### config.mk
export PLATFORM = sky130hd
export DESIGN_NAME = pixel_format_converter_core
export DESIGN_NICKNAME = d
export VERILOG_FILES = /design/src/sv/pfc_pkg.sv /design/src/sv/pixel_format_converter_core.sv /design/src/sv/pfc_luma.sv
export SDC_FILE = /design/constraint.sdc
export NUM_CORES = 1
export LEC_CHECK = 0
export BUFFER_PORTS_ARGS = -buffer_cell sky130_fd_sc_hd__clkbuf_2
export CAP_MARGIN = 0
export CORE_UTILIZATION = 52
export DETAILED_ROUTE_END_ITERATION = 7
export PLACE_DENSITY = 0.65
export SETUP_SLACK_MARGIN = 0.3
export SKIP_CTS_REPAIR_TIMING = 1
export SYNTH_ARGS = -nofsm -noshare
export SYNTH_HDL_FRONTEND = slang
export SYNTH_SLANG_ARGS = --single-unit
### constraint.sdc
create_clock -name clk -period 7.8 [get_ports clk]
set_input_delay 1.17 -clock clk [delete_from_list [all_inputs] [get_ports clk]]
set_output_delay 1.17 -clock clk [all_outputs]
set_load 0.03 [all_outputs]
### src/sv/pfc_pkg.sv
// Package for the pixel format converter: formats, payload structs, luma constants.
// Used by pfc_luma and pixel_format_converter_core; depends on nothing.
package pfc_pkg;

	typedef enum logic [1:0] {
		FMT_GRAY8   = 2'd0,
		FMT_GRAY16  = 2'd1,
		FMT_SGRAY16 = 2'd2,
		FMT_RGB24   = 2'd3
	} fmt_e_t;

	typedef enum logic [1:0] {
		MODE_PASS  = 2'd0,
		MODE_UNSUP = 2'd1,
		MODE_LUMA  = 2'd2,
		MODE_GRAY  = 2'd3
	} mode_e_t;

	localparam int CFG_IDX_W  = 1;
	localparam int CFG_DATA_W = 2;
	localparam logic [CFG_IDX_W-1:0] CFG_SOURCE_FORMAT = 1'b0;
	localparam logic [CFG_IDX_W-1:0] CFG_TARGET_FORMAT = 1'b1;

	// BT.709 luma weights, scaled by 10000.
	localparam int W_RED   = 2126;
	localparam int W_GREEN = 7152;
	localparam int W_BLUE  = 722;

	// Division by 10000 as a multiply by ceil(2^36 / 10000) and a shift. The
	// rounding error times the largest weighted sum stays below 2^36, so the
	// quotient is exact.
	localparam int PROD_W   = 21;
	localparam int SUM_W    = 22;
	localparam int RECIP_W  = 23;
	localparam int QPROD_W  = SUM_W + RECIP_W;
	localparam int RECIP_SH = 36;
	localparam logic [RECIP_W-1:0] RECIP = 23'd6871948;

	typedef struct packed {
		logic [15:0] sample_or_red;
		logic [7:0]  green_in;
		logic [7:0]  blue_in;
	} pixel_in_t;

	typedef struct packed {
		logic [15:0] out_sample_or_red;
		logic [7:0]  out_green;
		logic [7:0]  out_blue;
		logic        status;
	} pixel_out_t;

	// Load enables for the three arithmetic stages.
	typedef struct packed {
		logic ld_s1;
		logic ld_s2;
		logic ld_s3;
	} stage_ld_t;

endpackage

### src/sv/pixel_format_converter_core.sv
// Top level of the pixel format converter: configuration, pipeline control, output stage.
// Depends on pfc_pkg and pfc_luma.
//
// Converts one pixel per transfer between gray8, gray16, signed gray16 and rgb24,
// as selected by the source and target format registers; a conversion into rgb24 from
// another format is flagged unsupported. The block takes one pixel every clock while
// in_stall is low; each pixel passes through the three luma arithmetic stages and the
// output register. Stages advance on their own, so bubbles close up and the block keeps
// taking pixels while a result waits, until the earlier stages fill. Format registers
// are sampled per pixel at input and should only be written while the pipeline is empty.
module pixel_format_converter_core (
	input  logic                             clk,
	input  logic                             arst_n,
	input  logic                             cfg_we,
	input  logic [pfc_pkg::CFG_IDX_W-1:0]    cfg_index,
	input  logic [pfc_pkg::CFG_DATA_W-1:0]   cfg_wdata,
	input  logic                             in_valid,
	output logic                             in_stall,
	input  pfc_pkg::pixel_in_t               in_data,
	output logic                             out_valid,
	input  logic                             out_stall,
	output pfc_pkg::pixel_out_t              out_data
);
	import pfc_pkg::*;

	typedef struct packed {
		mode_e_t            mode;
		fmt_e_t             dst;
		logic signed [16:0] val;
		logic [7:0]         green;
		logic [7:0]         blue;
	} ctrl_t;

	fmt_e_t source_format_q, target_format_q;

	logic v1_s1, v2_s2, v3_s3, v4_s4;
	logic rdy1, rdy2, rdy3, rdy4;
	stage_ld_t ld;
	ctrl_t ctrl_in, ctrl_s1, ctrl_s2, ctrl_s3;
	mode_e_t mode_s4;
	logic [7:0] luma;
	pixel_out_t out_next;

	function automatic logic signed [16:0] gray_value(fmt_e_t fmt, logic [15:0] raw);
		case (fmt)
			FMT_GRAY8:   gray_value = {9'd0, raw[7:0]};
			FMT_GRAY16:  gray_value = {1'b0, raw};
			default:     gray_value = {raw[15], raw};
		endcase
	endfunction

	function automatic logic [15:0] gray_pack(fmt_e_t fmt, logic signed [16:0] v);
		logic [15:0] r;
		r = v[15:0];
		case (fmt)
			FMT_GRAY8: begin
				if (v < 0)
					r = 16'd0;
				else if (v > 17'sd255)
					r = 16'd255;
			end
			FMT_GRAY16: begin
				if (v < 0)
					r = 16'd0;
			end
			default: begin
				if (v > 17'sd32767)
					r = 16'h7fff;
				else if (v < -17'sd32768)
					r = 16'h8000;
			end
		endcase
		gray_pack = r;
	endfunction

	always_ff @(posedge clk or negedge arst_n) begin
		if (!arst_n) begin
			source_format_q <= FMT_GRAY8;
			target_format_q <= FMT_GRAY8;
		end else if (cfg_we) begin
			case (cfg_index)
				CFG_SOURCE_FORMAT: source_format_q <= fmt_e_t'(cfg_wdata);
				CFG_TARGET_FORMAT: target_format_q <= fmt_e_t'(cfg_wdata);
				default: ;
			endcase
		end
	end

	// Each stage takes new data when it is empty or its contents move on.
	assign rdy4 = !v4_s4 || !out_stall;
	assign rdy3 = !v3_s3 || rdy4;
	assign rdy2 = !v2_s2 || rdy3;
	assign rdy1 = !v1_s1 || rdy2;
	assign in_stall = !rdy1;

	assign ld.ld_s1 = rdy1 && in_valid;
	assign ld.ld_s2 = rdy2 && v1_s1;
	assign ld.ld_s3 = rdy3 && v2_s2;

	always_ff @(posedge clk or negedge arst_n) begin
		if (!arst_n) begin
			v1_s1 <= 1'b0;
			v2_s2 <= 1'b0;
			v3_s3 <= 1'b0;
			v4_s4 <= 1'b0;
		end else begin
			if (rdy1) v1_s1 <= in_valid;
			if (rdy2) v2_s2 <= v1_s1;
			if (rdy3) v3_s3 <= v2_s2;
			if (rdy4) v4_s4 <= v3_s3;
		end
	end

	always_comb begin
		ctrl_in.dst   = target_format_q;
		ctrl_in.val   = gray_value(source_format_q, in_data.sample_or_red);
		ctrl_in.green = 8'd0;
		ctrl_in.blue  = 8'd0;
		if (source_format_q == target_format_q) begin
			ctrl_in.mode = MODE_PASS;
			if (source_format_q == FMT_RGB24) begin
				ctrl_in.val   = {9'd0, in_data.sample_or_red[7:0]};
				ctrl_in.green = in_data.green_in;
				ctrl_in.blue  = in_data.blue_in;
			end
		end else if (target_format_q == FMT_RGB24) begin
			ctrl_in.mode = MODE_UNSUP;
		end else if (source_format_q == FMT_RGB24) begin
			ctrl_in.mode = MODE_LUMA;
		end else begin
			ctrl_in.mode = MODE_GRAY;
		end
	end

	always_ff @(posedge clk) begin
		if (ld.ld_s1) ctrl_s1 <= ctrl_in;
		if (ld.ld_s2) ctrl_s2 <= ctrl_s1;
		if (ld.ld_s3) ctrl_s3 <= ctrl_s2;
	end

	pfc_luma u_luma (
		.clk   (clk),
		.ld    (ld),
		.red   (in_data.sample_or_red[7:0]),
		.green (in_data.green_in),
		.blue  (in_data.blue_in),
		.luma  (luma)
	);

	always_comb begin
		out_next = '0;
		case (ctrl_s3.mode)
			MODE_PASS: begin
				out_next.out_sample_or_red = ctrl_s3.val[15:0];
				out_next.out_green         = ctrl_s3.green;
				out_next.out_blue          = ctrl_s3.blue;
			end
			MODE_UNSUP: out_next.status = 1'b1;
			MODE_LUMA:  out_next.out_sample_or_red = {8'd0, luma};
			MODE_GRAY:  out_next.out_sample_or_red = gray_pack(ctrl_s3.dst, ctrl_s3.val);
			default: ;
		endcase
	end

	always_ff @(posedge clk) begin
		if (rdy4 && v3_s3) begin
			out_data <= out_next;
			mode_s4  <= ctrl_s3.mode;
		end
	end

	assign out_valid = v4_s4;

	a_unsup_zero: assert property (@(posedge clk) disable iff (!arst_n)
		out_valid && out_data.status |->
			out_data.out_sample_or_red == 16'd0 && out_data.out_green == 8'd0 &&
			out_data.out_blue == 8'd0)
		else $error("unsupported result carries nonzero pixel data");

	a_luma_byte: assert property (@(posedge clk) disable iff (!arst_n)
		out_valid && mode_s4 == MODE_LUMA |->
			out_data.out_sample_or_red[15:8] == 8'd0 && !out_data.status)
		else $error("luma result exceeds a byte or flags unsupported");

	a_empty_takes: assert property (@(posedge clk) disable iff (!arst_n)
		!v1_s1 |-> !in_stall)
		else $error("input stalled while first stage is empty");

	a_transfer_lands: assert property (@(posedge clk) disable iff (!arst_n)
		in_valid && !in_stall |=> v1_s1)
		else $error("accepted transfer did not reach the first stage");

	a_stall_holds: assert property (@(posedge clk) disable iff (!arst_n)
		v3_s3 && v4_s4 && out_stall |=> v3_s3 && v4_s4)
		else $error("stalled pipeline dropped an item");

endmodule

### src/sv/pfc_luma.sv
// Three-stage luma datapath: weighted products, their sum, reciprocal multiply.
// Depends on pfc_pkg; stage loads come from the pipeline control in the top level.
module pfc_luma (
	input  logic             clk,
	input  pfc_pkg::stage_ld_t ld,
	input  logic [7:0]       red,
	input  logic [7:0]       green,
	input  logic [7:0]       blue,
	output logic [7:0]       luma
);
	import pfc_pkg::*;

	logic [PROD_W-1:0]  prod_r_s1, prod_g_s1, prod_b_s1;
	logic [SUM_W-1:0]   sum_s2;
	logic [QPROD_W-1:0] quot_s3;

	always_ff @(posedge clk) begin
		if (ld.ld_s1) begin
			prod_r_s1 <= PROD_W'(red)   * PROD_W'(W_RED);
			prod_g_s1 <= PROD_W'(green) * PROD_W'(W_GREEN);
			prod_b_s1 <= PROD_W'(blue)  * PROD_W'(W_BLUE);
		end
		if (ld.ld_s2) begin
			sum_s2 <= SUM_W'(prod_r_s1) + SUM_W'(prod_g_s1) + SUM_W'(prod_b_s1);
		end
		if (ld.ld_s3) begin
			quot_s3 <= QPROD_W'(sum_s2) * QPROD_W'(RECIP);
		end
	end

	// The weighted sum never exceeds 255 * 10000, so the quotient fits a byte.
	assign luma = quot_s3[RECIP_SH+7:RECIP_SH];

endmodule
==> flow_summary.ini, run 1 <==
[detailed_routing]
vias = 12700
drt_pass1_iterations = 5
drc = 0
final_antenna_net_count = 0
dr.first_iter.drc_count = 594
avgRoutedWirePerCell_um = 18.8
via_per_inst = 5.28
drt_wl_total_mm = 45.3

[hold_path]
min_path_cells = 0
hold_end = ctrl_s2[35]
hold_class = flop to flop
hold_start = ctrl_s1[35]

[sta]
fin_crit_ns = 6.30
tightest_slew_ns = 1.15
setup_viol = 0
slew-limit-headroom_pct = 23.4
rsz0062_at_grt = no
finalSetupTns_ns = 0
fmax_ghz = 0.159
finalCritPeriodShare_pct = 80.8
finClkSkew_ns = 0.0163
finalHoldViolCount = 0
drv_slew = 0

[clock_network]
root_buffer = clkbuf_16
clock-sinks = 233
clockBufferDepth = 3
clock_latency_ns = 0.56
cts_buffers = 27
cts_max_level = 1
tritoncts = yes
clk_pin_slew_ns = 0.06

[grt]
grt_pass1_vias = 13200
grt_max_degree = 70
grt_pass1_wl_mm = 71.5
grt.total_usage_pct = 23.1
grt_overflow = 0
antenna_found_initial = 0

[floorplanning]
ios = 75
die_w_um = 202
fp.coreArea_um2 = 39000
fp.dieH_um = 202
die_area_um2 = 40600
start_util_pct = 53.1
rows = 72

[final_layout]
final_nets = 2475
diodes = 0
mostFrequentLayoutCells = 385 x inv_1, 344 x ha_1, 225 x edfxtp_1
final_common_cell = inv_1
final_cells = 2414
fillers = 3263
layout-drive-gt1-share_pct = 7.07
final_area_um2 = 22600
syn2layout_area_growth_pct = 9.17

[yosys]
syn-num-nets = 2382
yosysSeqAreaShare_pct = 33.6
synth_edf_count = 225
netlist_top_cells_area = edfxtp_1 33%, fa_1 21%, ha_1 21%
synthArstFlopShare_pct = 3.43
yosysTopAreaCell = edfxtp_1
synthCells = 1783
synth_seq_cells = 233
synth.top_cell.area_share_pct = 32.6
yosys_warnings = 0
syn_area_um2 = 20700
syn_avg_cell_area_um2 = 11.6
ys.flop_type = edfxtp_1
yosysUniqueCellTypes = 58

[placed_design]
post-dp-hpwl_mm = 38.6
place_inst = 2365
globalplace.congestion = 0.934
io_buffer_count = 74
dpl-instance-area_um2 = 21700

[worst_setup_path]
cp_max_fo = 6
endpoint_kind = flop
critPathKind = flop to flop
startpoint_type = flop
critPathArrivalTime_ns = 6.60
regToRegStartpoint = u_luma.sum_s2[8]
reg2reg_slack_ns = 1.50
r2r_end = u_luma.quot_s3[43]
worstPathRequired_ns = 8.09
reg2reg_depth = 20

[job]
maxCapViolCount = 0

[outcome]
status = finished clean
## per-stage QoR
step	setup WS, ns	util (%)	hold WS [ns]
after global placement	1.56	55.7	0.401
after detailed placement	1.53	55.7	0.405
final	1.50	58.0	0.416
after CTS	1.50	58.0	0.418
after floorplan	1.87	-	0.400
after global routing	1.23	58.0	0.420
## per-layer routing
layer  up-vias  global-route usage (%)  wire (µm)
li1       6208                       -          -
met1      6211                    31.1      20400
met2       266                    38.2      21200
met3        63                    4.18       2440
met4         0                    6.68       1280
met5         -                       0          0
## cell families (layout without fill, tap and decap cells)
logic type               Yosys count  in the layout  synth area share, %
AO/OA/AOI/OAI                    244            244                 7.47
adder cells (fa/ha/maj)          559            559                 41.5
flip-flops                       233            233                 33.6
XOR/XNOR                          73             73                 3.12
multiplexers                      13             13                0.646
buffers and inverters            401            514                 7.26
AND/OR/NAND/NOR                  260            260                 6.37
## Yosys cell counts (all sizes together), types with 3 or more instances
cell,count
a211oi,6
a21o,23
a21oi,79
a221oi,3
a31oi,7
a32o,7
and2,45
and3,9
clkbuf,15
dfrtp,8
edfxtp,225
fa,215
ha,344
inv,385
mux2,3
mux2i,10
nand2,56
nand2b,10
nand3,17
nand4,5
nor2,63
nor2b,13
nor3,14
nor4,11
nor4b,4
o211ai,22
o21a,13
o21ai,51
o21bai,8
o31ai,7
or3,4
xnor2,53
xor2,20
## area by class of cell
cell class | instances | area, µm² | area share (%)
sequential | 233 | 6960 | 30.8
inverter | 386 | 1450 | 6.41
tap | 518 | 648 | 2.87
timing repair buffer | 79 | 408 | 1.80
clock inverter | 13 | 148 | 0.653
multi-input combinational | 1149 | 12300 | 54.3
clock buffer | 36 | 729 | 3.23
## registers in the layout, summed over array words and instances (netlist names)
signal and flops:
v3_s3 1, u_luma.sum_s2 21, target_format_q 2, u_luma.quot_s3 8, v1_s1 1, out_valid 1, v2_s2 1, ctrl_s1 37
source_format_q 2, u_luma.prod_r_s1 18, ctrl_s3 37, u_luma.prod_g_s1 17, u_luma.prod_b_s1 17, out_data 33, ctrl_s2 37
## worst max-delay path by stage
stage                 startpoint                  to  cells after the start
5_1_grt         u_luma.sum_s2[7]  u_luma.quot_s3[42]                     17
6_report        u_luma.sum_s2[8]  u_luma.quot_s3[43]                     20
2_1_floorplan   u_luma.sum_s2[9]  u_luma.quot_s3[43]                     21
4_1_cts         u_luma.sum_s2[6]  u_luma.quot_s3[43]                     18
3_3_place_gp    u_luma.sum_s2[7]  u_luma.quot_s3[42]                     17
3_5_place_dp   u_luma.sum_s2[16]  u_luma.quot_s3[42]                     19
## worst max-delay path: stages, from the launching register on
cell and delay (ns):
edfxtp_1 0.52, ha_1 0.49, xor2_1 0.22, ha_1 0.21
a21oi_1 0.16, fa_1 0.46, fa_1 0.49, inv_1 0.05
fa_1 0.50, fa_1 0.54, inv_1 0.05, fa_1 0.50
inv_1 0.04, ha_1 0.32, nand4_1 0.10, nor2_1 0.15
or4b_4 0.53, a31oi_1 0.20, nor4_1 0.09, o31ai_1 0.30
xnor2_1 0.10
Power of run 1 is not shown: default switching activity piles up to over one toggle a cycle in this logic, so the estimate is an artifact.
==> run 2: changes to the inputs <==
PLACE_DENSITY = 0.67   (was 0.65)
clock period = 5.4 ns   (was 7.8 ns; I/O delays follow)
==> run 2 against run 1 <==
Net effect: the flow now finishes with violations (setup timing); register-to-register slack got worse by 1.9 ns; core utilization is 5.1 points higher; critical path type unchanged; highest routed layer unchanged; via count grew 4.8%; design area rose by 8.8%; maximum frequency up 8.2%; global-route usage grew 0.19 points; flip-flop and latch count stayed put; hold slack worse by 0.31 ns; non-clock buffer count rose by 170.
==> flow_summary.ini, run 2 (same netlist as run 1, synthesis figures left out) <==
[outcome]
status = finished, violations left
violations = setup timing

[floorplanning]
fp.dieH_um = 202
ios = 75
die_w_um = 202
die_area_um2 = 40600
start_util_pct = 53.1
fp.coreArea_um2 = 39000
rows = 72

[sta]
rsz0062_at_grt = yes
slew-limit-headroom_pct = 26.1
hold_ws_ns = 0.111
finalHoldViolCount = 0
fin_crit_ns = 5.82
fmax_ghz = 0.172
setup_viol = 8
finalCritPeriodShare_pct = 108
final.setup.worst_slack_ns = -0.424
finClkSkew_ns = 0.0196
tightest_slew_ns = 1.11
drv_slew = 0

[worst_setup_path]
cp_max_fo = 5
reg2reg_depth = 20
critPathKind = flop to flop
r2r_end = u_luma.quot_s3[42]
startpoint_type = flop
endpoint_kind = flop
regToRegStartpoint = u_luma.sum_s2[11]
reg2reg_slack_ns = -0.42
worstPathRequired_ns = 5.68
critPathArrivalTime_ns = 6.11

[grt]
grt_pass1_vias = 13900
grt_overflow = 0
grt_pass1_wl_mm = 73.4
grt.total_usage_pct = 23.3
antenna_found_initial = 0
grt_max_degree = 48

[final_layout]
diodes = 0
fillers = 3097
syn2layout_area_growth_pct = 18.8
register_area_um2 = 6960
final_common_cell = inv_1
reg_top3 = ctrl_s1 (37), ctrl_s2 (37), ctrl_s3 (37)
layout-drive-gt1-share_pct = 19.2
final_area_um2 = 24600
multi_input_area_um2 = 13000
final_nets = 2643
mostFrequentLayoutCells = 368 x inv_1, 308 x ha_1, 225 x edfxtp_1
final_util_pct = 63.1

[detailed_routing]
drt_pass1_iterations = 5
avgRoutedWirePerCell_um = 18.1
via_per_inst = 5.18
vias = 13400
final_antenna_net_count = 0
drt_wl_total_mm = 46.6
dr.first_iter.drc_count = 598
drc = 0

[clock_network]
tritoncts = yes
clock-sinks = 233
clk_pin_slew_ns = 0.06
cts_max_level = 1
clockBufferDepth = 3
cts_buffers = 25
clock_latency_ns = 0.55
root_buffer = clkbuf_16

[placed_design]
dpl-instance-area_um2 = 23000
post-dp-hpwl_mm = 39.5
io_buffer_count = 74
globalplace.congestion = 0.927

[job]
maxCapViolCount = 0

[hold_path]
hold_class = primary input to async pin
## run 2: cell count changes in the layout (fill, tap and decap cells not counted), sizes merged
cell	before	now
bufinv	2	5
clkinv	6	3
inv	390	386
buf	5	175
## run 2: area by class of cell
cell class,instances,area share [%]
clock buffer,36,2.75
sequential,233,28.3
timing repair buffer,249,6.95
tap,518,2.63
clock inverter,9,0.773
multi-input combinational,1149,52.7
inverter,386,5.90
## run 2: how the worst max path moves through the flow
stage,startpoint,endpoint,slack (ns),cells after the start
floorplan,u_luma.sum_s2[9],u_luma.quot_s3[39],-0.25,21
global placement,u_luma.sum_s2[7],u_luma.quot_s3[39],-0.52,21
detailed placement,u_luma.sum_s2[7],u_luma.quot_s3[39],-0.58,21
CTS,u_luma.sum_s2[7],u_luma.quot_s3[39],-0.61,21
global route,u_luma.sum_s2[9],u_luma.quot_s3[43],-0.60,21
finish,u_luma.sum_s2[11],u_luma.quot_s3[42],-0.42,20
## run 2: worst max-delay path, stage by stage (launching register included)
cell and delay [ns]:
edfxtp_1 0.44, buf_6 0.15, ha_4 0.28, inv_2 0.05, fa_2 0.39, fa_1 0.50, inv_1 0.06, fa_1 0.56
fa_1 0.45, fa_1 0.54, inv_2 0.04, fa_1 0.48, inv_2 0.05, ha_4 0.24, a21oi_4 0.15, and2_4 0.16
nor2b_1 0.04, o21a_1 0.19, or3_4 0.43, a221oi_4 0.27, xnor2_1 0.09
## run 2: stage by stage
step           TNS, ns  worst slack [ns]  std cells
2_1_floorplan    -1.19            -0.247       1783
3_3_place_gp     -3.63            -0.521       2513
3_5_place_dp     -4.07            -0.582       2513
4_1_cts          -4.31            -0.614       2558
5_1_grt          -4.24            -0.605       2580
6_report         -2.77            -0.424       2580
## run 2: layer usage
metal	GRT usage [%]	vias to the layer above	part of all wire [%]
met1	31.4	6488	45
met2	40.0	271	48
met3	2.83	59	4.4
li1	-	6537	-
met4	5.74	0	2.6
met5	0	-	0
Power of run 2 is left out for the same reason.
